**src/smpt_pkg.sv**
```systemverilog
`timescale 1ns / 1ps
// ----------------------------------------------------------------------------
// Serial mouse packet tracker package
// Shared types and constants for the packet decoder and the event queue.
// ----------------------------------------------------------------------------
package smpt_pkg;

    localparam int COORD_W = 12;
    localparam int BYTE_W  = 8;
    localparam int NUM_EVT = 3;
    localparam int CNT_W   = 2;

    localparam logic FUNC_BYTE = 1'b0;
    localparam logic FUNC_WARP = 1'b1;

    localparam int HDR_MARK_BIT  = 6;
    localparam int LEFT_HDR_BIT  = 5;
    localparam int RIGHT_HDR_BIT = 4;

    localparam logic [1:0] SEEN_NONE   = 2'd0;
    localparam logic [1:0] SEEN_HEADER = 2'd1;
    localparam logic [1:0] SEEN_SECOND = 2'd2;

    localparam logic [1:0] EV_MOVE = 2'd0;
    localparam logic [1:0] EV_DOWN = 2'd1;
    localparam logic [1:0] EV_UP   = 2'd2;

    localparam logic [1:0] BTN_NONE  = 2'd0;
    localparam logic [1:0] BTN_LEFT  = 2'd1;
    localparam logic [1:0] BTN_RIGHT = 2'd2;

    localparam logic [1:0] CFG_ENABLED = 2'd0;
    localparam logic [1:0] CFG_WIDTH   = 2'd1;
    localparam logic [1:0] CFG_HEIGHT  = 2'd2;

    localparam logic [COORD_W-1:0] RST_WIDTH   = 12'd640;
    localparam logic [COORD_W-1:0] RST_HEIGHT  = 12'd480;
    localparam logic [COORD_W-1:0] RST_POINT_X = 12'd320;
    localparam logic [COORD_W-1:0] RST_POINT_Y = 12'd240;

    typedef struct packed {
        logic [1:0] kind;
        logic [1:0] btn;
    } t_evt;

    typedef struct packed {
        logic [CNT_W-1:0]   count;
        t_evt [NUM_EVT-1:0] evts;
        logic [COORD_W-1:0] x;
        logic [COORD_W-1:0] y;
    } t_burst;

endpackage

```
**src/smpt_if.sv**
```systemverilog
`timescale 1ns / 1ps
// ----------------------------------------------------------------------------
// Serial mouse packet tracker channels
// Valid/ready channels for input items and for pointer events.
// ----------------------------------------------------------------------------
interface smpt_item_if;
    logic        valid;
    logic        ready;
    logic        func;
    logic [7:0]  rx_byte;
    logic [11:0] warp_x;
    logic [11:0] warp_y;

    modport source (output valid, func, rx_byte, warp_x, warp_y, input ready);
    modport sink   (input valid, func, rx_byte, warp_x, warp_y, output ready);
endinterface

interface smpt_event_if;
    logic        valid;
    logic        ready;
    logic [1:0]  event_kind;
    logic [11:0] pos_x;
    logic [11:0] pos_y;
    logic [1:0]  which_button;
    logic        last;

    modport source (output valid, event_kind, pos_x, pos_y, which_button, last,
                    input ready);
    modport sink   (input valid, event_kind, pos_x, pos_y, which_button, last,
                    output ready);
endinterface

```
**src/smpt_core.sv**
```systemverilog
`timescale 1ns / 1ps
// ----------------------------------------------------------------------------
// Serial mouse packet decoder
// Holds the packet and pointer state and computes the events of one item.
// ----------------------------------------------------------------------------
module smpt_core import smpt_pkg::*; (
    input  logic               i_clk,
    input  logic               i_rst_n,
    input  logic               i_fire,
    input  logic               i_func,
    input  logic [BYTE_W-1:0]  i_rx_byte,
    input  logic [COORD_W-1:0] i_warp_x,
    input  logic [COORD_W-1:0] i_warp_y,
    input  logic               i_enabled,
    input  logic [COORD_W-1:0] i_width,
    input  logic [COORD_W-1:0] i_height,
    output t_burst             o_burst
);

    logic [COORD_W-1:0] r_px, n_px;
    logic [COORD_W-1:0] r_py, n_py;
    logic [1:0]         r_held, n_held;
    logic [BYTE_W-1:0]  r_hdr, n_hdr;
    logic [BYTE_W-1:0]  r_b1, n_b1;
    logic [1:0]         r_seen, n_seen;

    logic [COORD_W-1:0] hi_x, hi_y;
    logic [7:0]         dx, dy;
    logic [13:0]        sum_x, sum_y;
    logic [COORD_W-1:0] clamp_x, clamp_y;
    logic [1:0]         new_btn;
    t_evt [NUM_EVT-1:0] cand;
    logic [NUM_EVT-1:0] cand_ok;
    logic [CNT_W-1:0]   cnt;

    assign hi_x = (i_width == '0) ? '0 : i_width - 12'd1;
    assign hi_y = (i_height == '0) ? '0 : i_height - 12'd1;

    assign dx = {r_hdr[1:0], r_b1[5:0]};
    assign dy = {r_hdr[3:2], i_rx_byte[5:0]};

    assign sum_x = {2'b00, r_px} + {{5{dx[7]}}, dx, 1'b0};
    assign sum_y = {2'b00, r_py} + {{5{dy[7]}}, dy, 1'b0};

    always_comb begin
        if (sum_x[13]) begin
            clamp_x = '0;
        end else if (sum_x[12:0] > {1'b0, hi_x}) begin
            clamp_x = hi_x;
        end else begin
            clamp_x = sum_x[11:0];
        end
        if (sum_y[13]) begin
            clamp_y = '0;
        end else if (sum_y[12:0] > {1'b0, hi_y}) begin
            clamp_y = hi_y;
        end else begin
            clamp_y = sum_y[11:0];
        end
    end

    assign new_btn = {r_hdr[RIGHT_HDR_BIT], r_hdr[LEFT_HDR_BIT]};

    always_comb begin
        cand[0].kind = EV_MOVE;
        cand[0].btn  = BTN_NONE;
        cand[1].kind = new_btn[0] ? EV_DOWN : EV_UP;
        cand[1].btn  = BTN_LEFT;
        cand[2].kind = new_btn[1] ? EV_DOWN : EV_UP;
        cand[2].btn  = BTN_RIGHT;
        cand_ok[0]   = (clamp_x != r_px) || (clamp_y != r_py);
        cand_ok[1]   = new_btn[0] != r_held[0];
        cand_ok[2]   = new_btn[1] != r_held[1];
    end

    always_comb begin
        n_px   = r_px;
        n_py   = r_py;
        n_held = r_held;
        n_hdr  = r_hdr;
        n_b1   = r_b1;
        n_seen = r_seen;
        cnt    = '0;
        o_burst       = '0;
        o_burst.x     = r_px;
        o_burst.y     = r_py;
        if (i_fire && i_enabled) begin
            if (i_func == FUNC_WARP) begin
                if (i_warp_x <= hi_x) begin
                    n_px = i_warp_x;
                end
                if (i_warp_y <= hi_y) begin
                    n_py = i_warp_y;
                end
            end else if (i_rx_byte[HDR_MARK_BIT]) begin
                n_hdr  = i_rx_byte;
                n_seen = SEEN_HEADER;
            end else if (r_seen == SEEN_HEADER) begin
                n_b1   = i_rx_byte;
                n_seen = SEEN_SECOND;
            end else if (r_seen == SEEN_SECOND) begin
                n_seen = SEEN_NONE;
                n_px   = clamp_x;
                n_py   = clamp_y;
                n_held = new_btn;
                for (int k = 0; k < NUM_EVT; k++) begin
                    if (cand_ok[k]) begin
                        o_burst.evts[cnt] = cand[k];
                        cnt = cnt + 2'd1;
                    end
                end
                o_burst.count = cnt;
                o_burst.x     = clamp_x;
                o_burst.y     = clamp_y;
            end
        end
    end

    always_ff @(posedge i_clk) begin
        if (!i_rst_n) begin
            r_px   <= RST_POINT_X;
            r_py   <= RST_POINT_Y;
            r_held <= '0;
            r_hdr  <= '0;
            r_b1   <= '0;
            r_seen <= SEEN_NONE;
        end else begin
            r_px   <= n_px;
            r_py   <= n_py;
            r_held <= n_held;
            r_hdr  <= n_hdr;
            r_b1   <= n_b1;
            r_seen <= n_seen;
        end
    end

endmodule

```
**src/smpt_evq.sv**
```systemverilog
`timescale 1ns / 1ps
// ----------------------------------------------------------------------------
// Serial mouse event queue
// Registers the events of one item and presents them one per transaction.
// ----------------------------------------------------------------------------
module smpt_evq import smpt_pkg::*; (
    input  logic               i_clk,
    input  logic               i_rst_n,
    input  logic               i_load,
    input  t_burst             i_burst,
    input  logic               i_out_ready,
    output logic               o_can_load,
    output logic               o_valid,
    output t_evt               o_evt,
    output logic [COORD_W-1:0] o_x,
    output logic [COORD_W-1:0] o_y,
    output logic               o_last
);

    logic [CNT_W-1:0]   r_cnt;
    t_evt [NUM_EVT-1:0] r_evts;
    logic [COORD_W-1:0] r_x;
    logic [COORD_W-1:0] r_y;
    logic               out_fire;

    assign o_valid    = r_cnt != '0;
    assign out_fire   = o_valid && i_out_ready;
    assign o_can_load = (r_cnt == '0) || ((r_cnt == 2'd1) && i_out_ready);
    assign o_evt      = r_evts[0];
    assign o_x        = r_x;
    assign o_y        = r_y;
    assign o_last     = r_cnt == 2'd1;

    always_ff @(posedge i_clk) begin
        if (!i_rst_n) begin
            r_cnt <= '0;
        end else if (i_load) begin
            r_cnt <= i_burst.count;
        end else if (out_fire) begin
            r_cnt <= r_cnt - 2'd1;
        end
    end

    always_ff @(posedge i_clk) begin
        if (i_load) begin
            r_evts <= i_burst.evts;
            r_x    <= i_burst.x;
            r_y    <= i_burst.y;
        end else if (out_fire) begin
            r_evts[0] <= r_evts[1];
            r_evts[1] <= r_evts[2];
        end
    end

    a_load_when_free: assert property (@(posedge i_clk) disable iff (!i_rst_n)
        i_load |-> (r_cnt == 2'd0 || (r_cnt == 2'd1 && i_out_ready)))
        else $error("A transaction was loaded over pending events.");

    a_count_down: assert property (@(posedge i_clk) disable iff (!i_rst_n)
        (r_cnt > 2'd1 && i_out_ready && !i_load) |=> (r_cnt == $past(r_cnt) - 2'd1))
        else $error("The event count did not step down after a transaction.");

    a_move_no_button: assert property (@(posedge i_clk) disable iff (!i_rst_n)
        (o_valid && r_evts[0].kind == EV_MOVE) |-> (r_evts[0].btn == BTN_NONE))
        else $error("A move event carries a button.");

endmodule

```
**src/serial_mouse_packet_tracker.sv**
```systemverilog
`timescale 1ns / 1ps
// Events: the first event of an item is offered in the cycle after the item is accepted.
// Throughput: one item per cycle while items give at most one event and the event
// sink is ready; an item with more events holds the event queue until its last is taken.
// Reset: pointer at 320,240, buttons released, no packet open, block disabled,
// screen 640 by 480, event queue empty.
// ----------------------------------------------------------------------------
// Serial mouse packet tracker
// Decodes three-byte serial mouse packets, applies warp commands and emits pointer and button events.
// ----------------------------------------------------------------------------
module serial_mouse_packet_tracker import smpt_pkg::*; (
    input  logic                i_clk,
    input  logic                i_rst_n,
    smpt_item_if.sink           i_item,
    smpt_event_if.source        o_event,
    input  logic                i_cfg_we,
    input  logic [1:0]          i_cfg_idx,
    input  logic [COORD_W-1:0]  i_cfg_data
);

    logic               r_enabled;
    logic [COORD_W-1:0] r_width;
    logic [COORD_W-1:0] r_height;
    logic               in_fire;
    logic               can_load;
    t_burst             burst;
    t_evt               evt;

    always_ff @(posedge i_clk) begin
        if (!i_rst_n) begin
            r_enabled <= 1'b0;
            r_width   <= RST_WIDTH;
            r_height  <= RST_HEIGHT;
        end else if (i_cfg_we) begin
            unique case (i_cfg_idx)
                CFG_ENABLED: r_enabled <= i_cfg_data[0];
                CFG_WIDTH:   r_width   <= i_cfg_data;
                CFG_HEIGHT:  r_height  <= i_cfg_data;
                default: begin
                end
            endcase
        end
    end

    assign i_item.ready = can_load;
    assign in_fire      = i_item.valid && can_load;

    smpt_core u_core (
        .i_clk     (i_clk),
        .i_rst_n   (i_rst_n),
        .i_fire    (in_fire),
        .i_func    (i_item.func),
        .i_rx_byte (i_item.rx_byte),
        .i_warp_x  (i_item.warp_x),
        .i_warp_y  (i_item.warp_y),
        .i_enabled (r_enabled),
        .i_width   (r_width),
        .i_height  (r_height),
        .o_burst   (burst)
    );

    smpt_evq u_evq (
        .i_clk       (i_clk),
        .i_rst_n     (i_rst_n),
        .i_load      (in_fire),
        .i_burst     (burst),
        .i_out_ready (o_event.ready),
        .o_can_load  (can_load),
        .o_valid     (o_event.valid),
        .o_evt       (evt),
        .o_x         (o_event.pos_x),
        .o_y         (o_event.pos_y),
        .o_last      (o_event.last)
    );

    assign o_event.event_kind   = evt.kind;
    assign o_event.which_button = evt.btn;

endmodule

```
**src/flat_wrapper.sv**
```systemverilog
// flat-port wrapper written by rule: the top's interface ports become plain ports
module serial_mouse_packet_tracker_flat import smpt_pkg::*;
  (i_clk, i_rst_n, i_cfg_we, i_cfg_idx, i_cfg_data, i_item_valid, i_item_func, i_item_rx_byte, i_item_warp_x, i_item_warp_y, i_item_ready, o_event_valid, o_event_event_kind, o_event_pos_x, o_event_pos_y, o_event_which_button, o_event_last, o_event_ready);
  smpt_item_if i_item_i ();
  smpt_event_if o_event_i ();
  input  logic i_clk;
  input  logic i_rst_n;
  input  logic i_cfg_we;
  input  logic [1:0] i_cfg_idx;
  input  logic [COORD_W-1:0] i_cfg_data;
  input wire logic [$bits(i_item_i.valid)-1:0] i_item_valid;
  input wire logic [$bits(i_item_i.func)-1:0] i_item_func;
  input wire logic [$bits(i_item_i.rx_byte)-1:0] i_item_rx_byte;
  input wire logic [$bits(i_item_i.warp_x)-1:0] i_item_warp_x;
  input wire logic [$bits(i_item_i.warp_y)-1:0] i_item_warp_y;
  output wire logic [$bits(i_item_i.ready)-1:0] i_item_ready;
  output wire logic [$bits(o_event_i.valid)-1:0] o_event_valid;
  output wire logic [$bits(o_event_i.event_kind)-1:0] o_event_event_kind;
  output wire logic [$bits(o_event_i.pos_x)-1:0] o_event_pos_x;
  output wire logic [$bits(o_event_i.pos_y)-1:0] o_event_pos_y;
  output wire logic [$bits(o_event_i.which_button)-1:0] o_event_which_button;
  output wire logic [$bits(o_event_i.last)-1:0] o_event_last;
  input wire logic [$bits(o_event_i.ready)-1:0] o_event_ready;
  assign i_item_i.valid = i_item_valid;
  assign i_item_i.func = i_item_func;
  assign i_item_i.rx_byte = i_item_rx_byte;
  assign i_item_i.warp_x = i_item_warp_x;
  assign i_item_i.warp_y = i_item_warp_y;
  assign i_item_ready = i_item_i.ready;
  assign o_event_valid = o_event_i.valid;
  assign o_event_event_kind = o_event_i.event_kind;
  assign o_event_pos_x = o_event_i.pos_x;
  assign o_event_pos_y = o_event_i.pos_y;
  assign o_event_which_button = o_event_i.which_button;
  assign o_event_last = o_event_i.last;
  assign o_event_i.ready = o_event_ready;
  serial_mouse_packet_tracker u_core (.i_clk(i_clk), .i_rst_n(i_rst_n), .i_item(i_item_i), .o_event(o_event_i), .i_cfg_we(i_cfg_we), .i_cfg_idx(i_cfg_idx), .i_cfg_data(i_cfg_data));
endmodule
```
**config.mk**
```make
export PLATFORM = sky130hd
export DESIGN_NAME = serial_mouse_packet_tracker_flat
export DESIGN_NICKNAME = d
export VERILOG_FILES = /design/src/smpt_pkg.sv /design/src/smpt_if.sv /design/src/smpt_core.sv /design/src/smpt_evq.sv /design/src/serial_mouse_packet_tracker.sv /design/src/flat_wrapper.sv
export SDC_FILE = /design/constraint.sdc
export NUM_CORES = 1
export LEC_CHECK = 0
export CORE_AREA = 3 3 132 198
export DETAILED_ROUTE_END_ITERATION = 16
export DIE_AREA = 0 0 135 201
export DONT_BUFFER_PORTS = 1
export PLACE_DENSITY = 0.48
export SYNTH_ARGS = -nofsm -noshare
export SYNTH_HDL_FRONTEND = slang
export SYNTH_SLANG_ARGS = --single-unit
export TNS_END_PERCENT = 1
```
**constraint.sdc**
```tcl
create_clock -name i_clk -period 15.87 [get_ports i_clk]
set_input_delay 1.587 -clock i_clk [delete_from_list [all_inputs] [get_ports i_clk]]
set_output_delay 1.587 -clock i_clk [all_outputs]
set_load 0.005 [all_outputs]
```
Word level (Yosys, flattened, before mapping) --
Cells that the tools add are included.
Storage, ports and cells: flip-flop bits (word level) 103, latch bits 0, memory bits (writable) 0, bits in read-only memories 0, memories 0
Cells by class: add/subtract/negate cells 7, multipliers 0, div/mod/pow operators 0, magnitude comparators 8, equality and inequality tests 13, shifts and indexed selects 0, multiplexer cells 61, bitwise gates (word level) 5, reductions and logical operators 26
Operators with widths (count):
- $mux 12 | 23
- $mux 38 | 5
- $mux 2 | 19
- $add 13x9->14 | 2
- $mux 4 | 7
- $gt 13x12->1 | 2
- $bwmux 12 | 2
- $le 12x12->1 | 2
- $logic_not 12->1 | 2
- $ne 12x12->1 | 2
- $sub 12x1->12 const B | 2
- $demux 4 s2 | 2
- $mux 8 | 2
- $reduce_and 5->1 | 3
- $eq 2x1->1 const B | 3
- $logic_and 1x1->1 | 6
- $lt 2x3->1 const B | 2
- $reduce_and 2->1 | 3
- $reduce_and 3->1 | 2
- $reduce_bool 2->1 | 3
- $not 1->1 | 5
- $reduce_or 5->1 | 1
- $add 2x1->2 const B | 2
- $eq 2x2->1 const B | 2
- other kinds (10) | 16

Depth between registers and ports, before layout --
depth after elaboration 32, gate-level depth with buffers 27, depth with buffers taken out 24

By module --
Synthesis repeated with hierarchy kept, for this count alone.
Unflattened totals: cell total of the unflattened synthesis 1046, area, all modules 8857.2 µm²
Modules (own cells, without submodules):
- smpt_core | times used 1, cells an instance 873, area each 6457.4 µm², seq. area each 800.8 µm²
- smpt_evq | times used 1, cells an instance 68, area each 1365.1 µm², seq. area each 1121.1 µm²
- serial_mouse_packet_tracker | times used 1, cells an instance 105, area each 1034.7 µm², seq. area each 500.5 µm²

Worst setup path after synthesis --
No wires, ideal clock.
kind input-to-reg, start point input i_item_rx_byte[0], end point register u_core.u_evq.r_evts[7] (netlist bit), data pin, library setup time 0.256 ns, arrival time 6.718 ns, slack 8.896 ns, stages 24, buffers on the path 2, cells stage by stage ha_1 fa_1 a21o_1 a221o_1 o311a_1 or3_4 ha_1 or3_1 a221oi_1 a211o_1 buf_2 nand2_2 buf_2 o21a_1 xor2_1 o221a_2 nor4b_1 nand4b_1 inv_1 ha_1 nand2b_1 nor2_1 nor3b_1 a31o_2
On the way: longest elaborated chain between the ends 31, elaborated cells between the ends (all ways) 44, those cells by class 2 x add/sub; 5 x order compare; 1 x eq/ne; 33 x mux; 3 x reduce/logical
Ends and longest elaborated chain:
- start: declaration | line flat_wrapper.sv:13 | input wire logic [$bits(i_item_i.rx_byte)-1:0] i_item_rx_byte;
- $add 13x9->14 (*) | line smpt_core.sv:43 | assign sum_y = {2'b00, r_py} + {{5{dy[7]}}, dy, 1'b0};
- $gt 13x12->1 | line smpt_core.sv:55 | end else if (sum_y[12:0] > {1'b0, hi_y}) begin
- $mux 12 | line smpt_core.sv:55
- $mux 12 (*) | line smpt_core.sv:53 | if (sum_y[13]) begin
- $ne 12x12->1 (*) | line smpt_core.sv:71 | cand_ok[0] = (clamp_x != r_px) || (clamp_y != r_py);
- $logic_or 1x1->1 (*) | line smpt_core.sv:71
- $mux 1 (*) | line smpt_core.sv:107 | if (cand_ok[k]) begin
- $mux 2 (*) | line smpt_core.sv:101 | end else if (r_seen == SEEN_SECOND) begin
- [... 15 more ...]
- $bwmux 12 | line smpt_core.sv:108 | o_burst.evts[cnt] = cand[k];
- $mux 12 (*) | line smpt_core.sv:107
- $mux 38 (*) | line smpt_core.sv:101
- $mux 38 (*) | line smpt_core.sv:98 | end else if (r_seen == SEEN_HEADER) begin
- $mux 38 (*) | line smpt_core.sv:95 | end else if (i_rx_byte[HDR_MARK_BIT]) begin
- $mux 38 (*) | line smpt_core.sv:88 | if (i_func == FUNC_WARP) begin
- $mux 38 (*) | line smpt_core.sv:87 | if (i_fire && i_enabled) begin
- $mux 8 (*) | line smpt_evq.sv:45 | if (i_load) begin
- end signal: assignment | line smpt_evq.sv:46 | r_evts <= i_burst.evts;
- end: declaration | line smpt_evq.sv:21 | t_evt [NUM_EVT-1:0] r_evts;
Mark *: on every way between the ends. The rest lies on a longest branch, timed or not. The select of a mux whose other input is x is not followed. A chain may end at the register's enable or synchronous reset.

Worst setup path in the final report --
Ends and elaborated chain as after synthesis.

==> qor.yml <==
sta:
  post-route-min-period_ps: 7510
  fin_crit_sh_pct: 47.3
  setup_tns_ps: 0
  whs_ps: 472
  clock_skew_ps: 13.4
  rsz0062_at_grt: "no"
  finalSetupViolCount: 0
  worst_pin_slew_ps: 1030
  final_max_slew_viol_count: 0
  slew_headroom_pct: 31.3
  fmax_mhz: 133
  hold_viol: 0
worst_setup_path:
  critPathMaxStageDelay_ps: 430
  crit_fanout: 11
  critPathBufInv: 1
  cp_cell_sequence: "ha_1, fa_1, a21o_1, a221o_1, o311a_1, or3_4, ha_1, or3_1, a221oi_1, a211o_1, nand2_2, or3_1, a311oi_1, a311o_1, nand3_1, nand4b_1, inv_1, ha_1, nand2b_1, nor2_1, nor3b_1, a31o_2"
  crit_arrival_ps: 7630
  worst-setup-path-type: "input pin to flop"
  endpoint_kind: "flop"
  cp_common_cell: "ha_1"
  path_delay_family: "compound AO/OA/AOI/OAI gates"
  start_kind: "input pin"
  required_ps: 15990
  cp_slowest_cell: "a211o_1"
die:
  fp.dieArea_um2: 27100
  core_um2: 24400
  ios: 83
  die_h_um: 201
  rows: 70
  initial_utilization_pct: 35.2
  fp.dieW_um: 135
clock_network:
  clkSinkCount: 102
  cts.path.max_buffers: 2
  clk_pin_slew_worst_paths_ps: 70
  htree_levels: 3
  clockRootBuffer: "clkbuf_16"
  cts_tree: "built"
  numCtsBuffers: 9
  cts_resized: 0
  cts-hold-fix-buffers: 0
  cts_setup_buffers: 0
  clk_latency_ps: 360
yosys:
  yosysWarnings: 0
  yosysTopAreaCell: "dfxtp_1"
  yosysMostFrequentCell: "nand2_1"
  yosysSeqAreaShare_pct: 27.8
  synth_edf_count: 35
  synthAdderAreaFrac_pct: 12.4
  netlist_area_um2: 8600
  synth_cell_types: 87
  synth_common_cells: "nand2_1 (159), ha_1 (82), dfxtp_1 (67)"
  yosys.area_share.simple_pct: 24.6
  synth_compound_area_share_pct: 22.5
  synth_xor_area_share_pct: 4.36
  synthMuxAreaShare_pct: 4.25
  async_reset_ff_share_pct: 0
  postSynthCellCount: 1054
  synth_top_area_share_pct: 15.6
  syn_nets: 1190
  synth_top_family_by_area: "simple AND/OR/NAND/NOR gates"
  netlist_top_cells_area: "dfxtp_1 (16%), edfxtp_1 (12%), ha_1 (12%)"
  ys_ff_latch: 102
  syn_avg_cell_area_um2: 8.16
  ys.flop_type: "dfxtp_1"
layout:
  n_antenna_cell: 0
  final_net_count: 1163
  fillers: 2549
  drive_above_1_share_pct: 5.81
  multi_input_area_um2: 5870
  fin_util_pct: 37.5
  design_area_um2: 9180
  seq_area_um2: 2390
  syn_to_final_growth_pct: 6.69
placement:
  place_congestion: 0.920
  io_buffers: 0
  dpl-instance-area_um2: 8890
  hpwl_mm: 22.3
power_and_ir_drop:
  powerDensity_nw_per_um2: 76.6
  vdd_drop_max_uv: 50.3
  p_leak_nw: 3.95
  fin_total_pwr_mw: 0.702
drt:
  first_pass_iters: 5
  postRouteAntennaNets: 0
  routed_wl_mm: 28.2
  num_vias: 7723
  viasPerCell: 5.70
  wire_per_inst_um: 20.8
  drt_iter0_drc: 440
  drc: 0
run_status:
  status: "completed"
run:
  maxCapViolCount: 0
worst_hold_path:
  min-delay-path-class: "flop to flop"
global_route:
  grt_max_degree: 54
  grt_pass1_vias: 7480
  grtUsageTotal_pct: 20.7
  antenna_found_initial: 0
  overflow: 0
  grt_pass1_wl_mm: 43.7
## cell families (layout without fill, tap and decap cells)
group | after synthesis | count (layout)
DFF | 102 | 102
and+or+nand+nor | 424 | 424
adders and majority gates | 84 | 84
xor gates and xnor gates | 42 | 42
buffers and inverters | 86 | 64
AOI/OAI and AO/OA | 281 | 281
muxes | 35 | 35
## registers in the layout, summed over array words and instances, names as in the netlist
register and flops:
u_core.r_height 12, u_core.u_core.r_py 12, u_core.r_enabled 1, u_core.u_core.r_px 12, u_core.u_evq.r_evts 7, u_core.u_core.r_b1 6, u_core.u_evq.o_evt 4, u_core.u_core.r_hdr 6
u_core.u_core.r_seen 2, u_core.u_evq.r_cnt 2, u_core.u_core.r_held 2, u_core.u_evq.o_y 12, u_core.u_evq.o_x 12, u_core.r_width 12
## worst reg2reg max path: stages (launching register included)
cell and delay [ps]:
dfxtp_1 350, ha_1 240, fa_1 480, a211oi_1 370, o21ai_0 240, a311o_1 370, and3_1 190, nor2_1 100
inv_1 50, ha_1 200, a2111o_1 390, a21oi_1 170, a211o_1 520, nand2_1 370, and3_1 300, o31a_1 230
a211oi_1 410, nor3_1 110, nand4b_1 280, inv_1 110, ha_1 400, nand2b_1 200, nor2_1 120, nor3b_1 60
a31o_2 240
## metal layers
| metal | share of wire, % | track usage, % | up-vias |
|---|---|---|---|
| li1 | - | - | 3822 |
| met1 | 39 | 23.4 | 3693 |
| met2 | 54 | 39.0 | 173 |
| met3 | 3.9 | 2.88 | 35 |
| met4 | 2.9 | 7.13 | 0 |
| met5 | 0 | 0 | - |
## through the flow
| step | cells | setup slack (ps) |
|---|---|---|
| 3_3_place_gp | 1340 | 8100 |
| 3_5_place_dp | 1340 | 8060 |
| 6_report | 1356 | 8360 |
| 2_1_floorplan | 1054 | 8900 |
| 4_1_cts | 1356 | 8430 |
| 5_1_grt | 1356 | 8030 |
## final timing paths
check                                                        start                               end  slack, ps  cells past startpoint
worst max-delay path                             i_item_rx_byte[0]  u_core.u_evq.r_evts[7]$_DFFE_PP_       8360                     22
worst min-delay path                u_core.r_width[1]$_SDFFE_PN0P_    u_core.r_width[1]$_SDFFE_PN0P_        470                      2
worst max register to register  u_core.u_core.r_px[1]$_SDFFE_PN0P_  u_core.u_evq.r_evts[7]$_DFFE_PP_       9130                     24
worst min register to register      u_core.r_width[1]$_SDFFE_PN0P_    u_core.r_width[1]$_SDFFE_PN0P_        470                      2
## layout by cell type, fill, tap and decap left out, types with 6 or more instances in the layout
cell type	Yosys	routed
a211oi_1	18	18
a21oi_1	61	61
o211a_1	13	13
nor4_1	12	12
nor3_1	23	23
xor2_1	16	16
ha_1	82	82
nand3_1	35	35
a21o_1	18	18
edfxtp_1	35	35
nand2_1	159	158
o211ai_1	19	19
nand4_1	13	13
and2_1	9	9
clkbuf_16	0	9
inv_1	36	36
nor2b_1	22	22
buf_4	5	11
o21ai_0	64	64
nand2b_1	23	23
or3_1	9	9
xnor2_1	25	25
and3_1	11	11
dfxtp_1	67	67
o21ai_1	7	7
o31ai_1	14	14
or2_2	8	8
mux2i_1	29	29
nor2_1	66	66
nor3b_1	6	6
## cell type report
| type | instances | share of cell area, % |
|---|---|---|
| Multi-Input combinational cell | 866 | 64.0 |
| Sequential cell | 102 | 26.1 |
| Tap cell | 324 | 4.42 |
| Clock buffer | 11 | 2.65 |
| Inverter | 37 | 1.51 |
| Timing Repair Buffer | 11 | 0.900 |
| Clock inverter | 5 | 0.477 |
## report_power, final
part / internal (mW) / leakage (nW) / switching [mW] / total, mW
sequential: 0.289 / 0.870 / 0.0113 / 0.301
combinational: 0.0683 / 2.94 / 0.110 / 0.179
clock: 0.113 / 0.134 / 0.111 / 0.223
No activity file was read; power rests on OpenSTA's default activity.
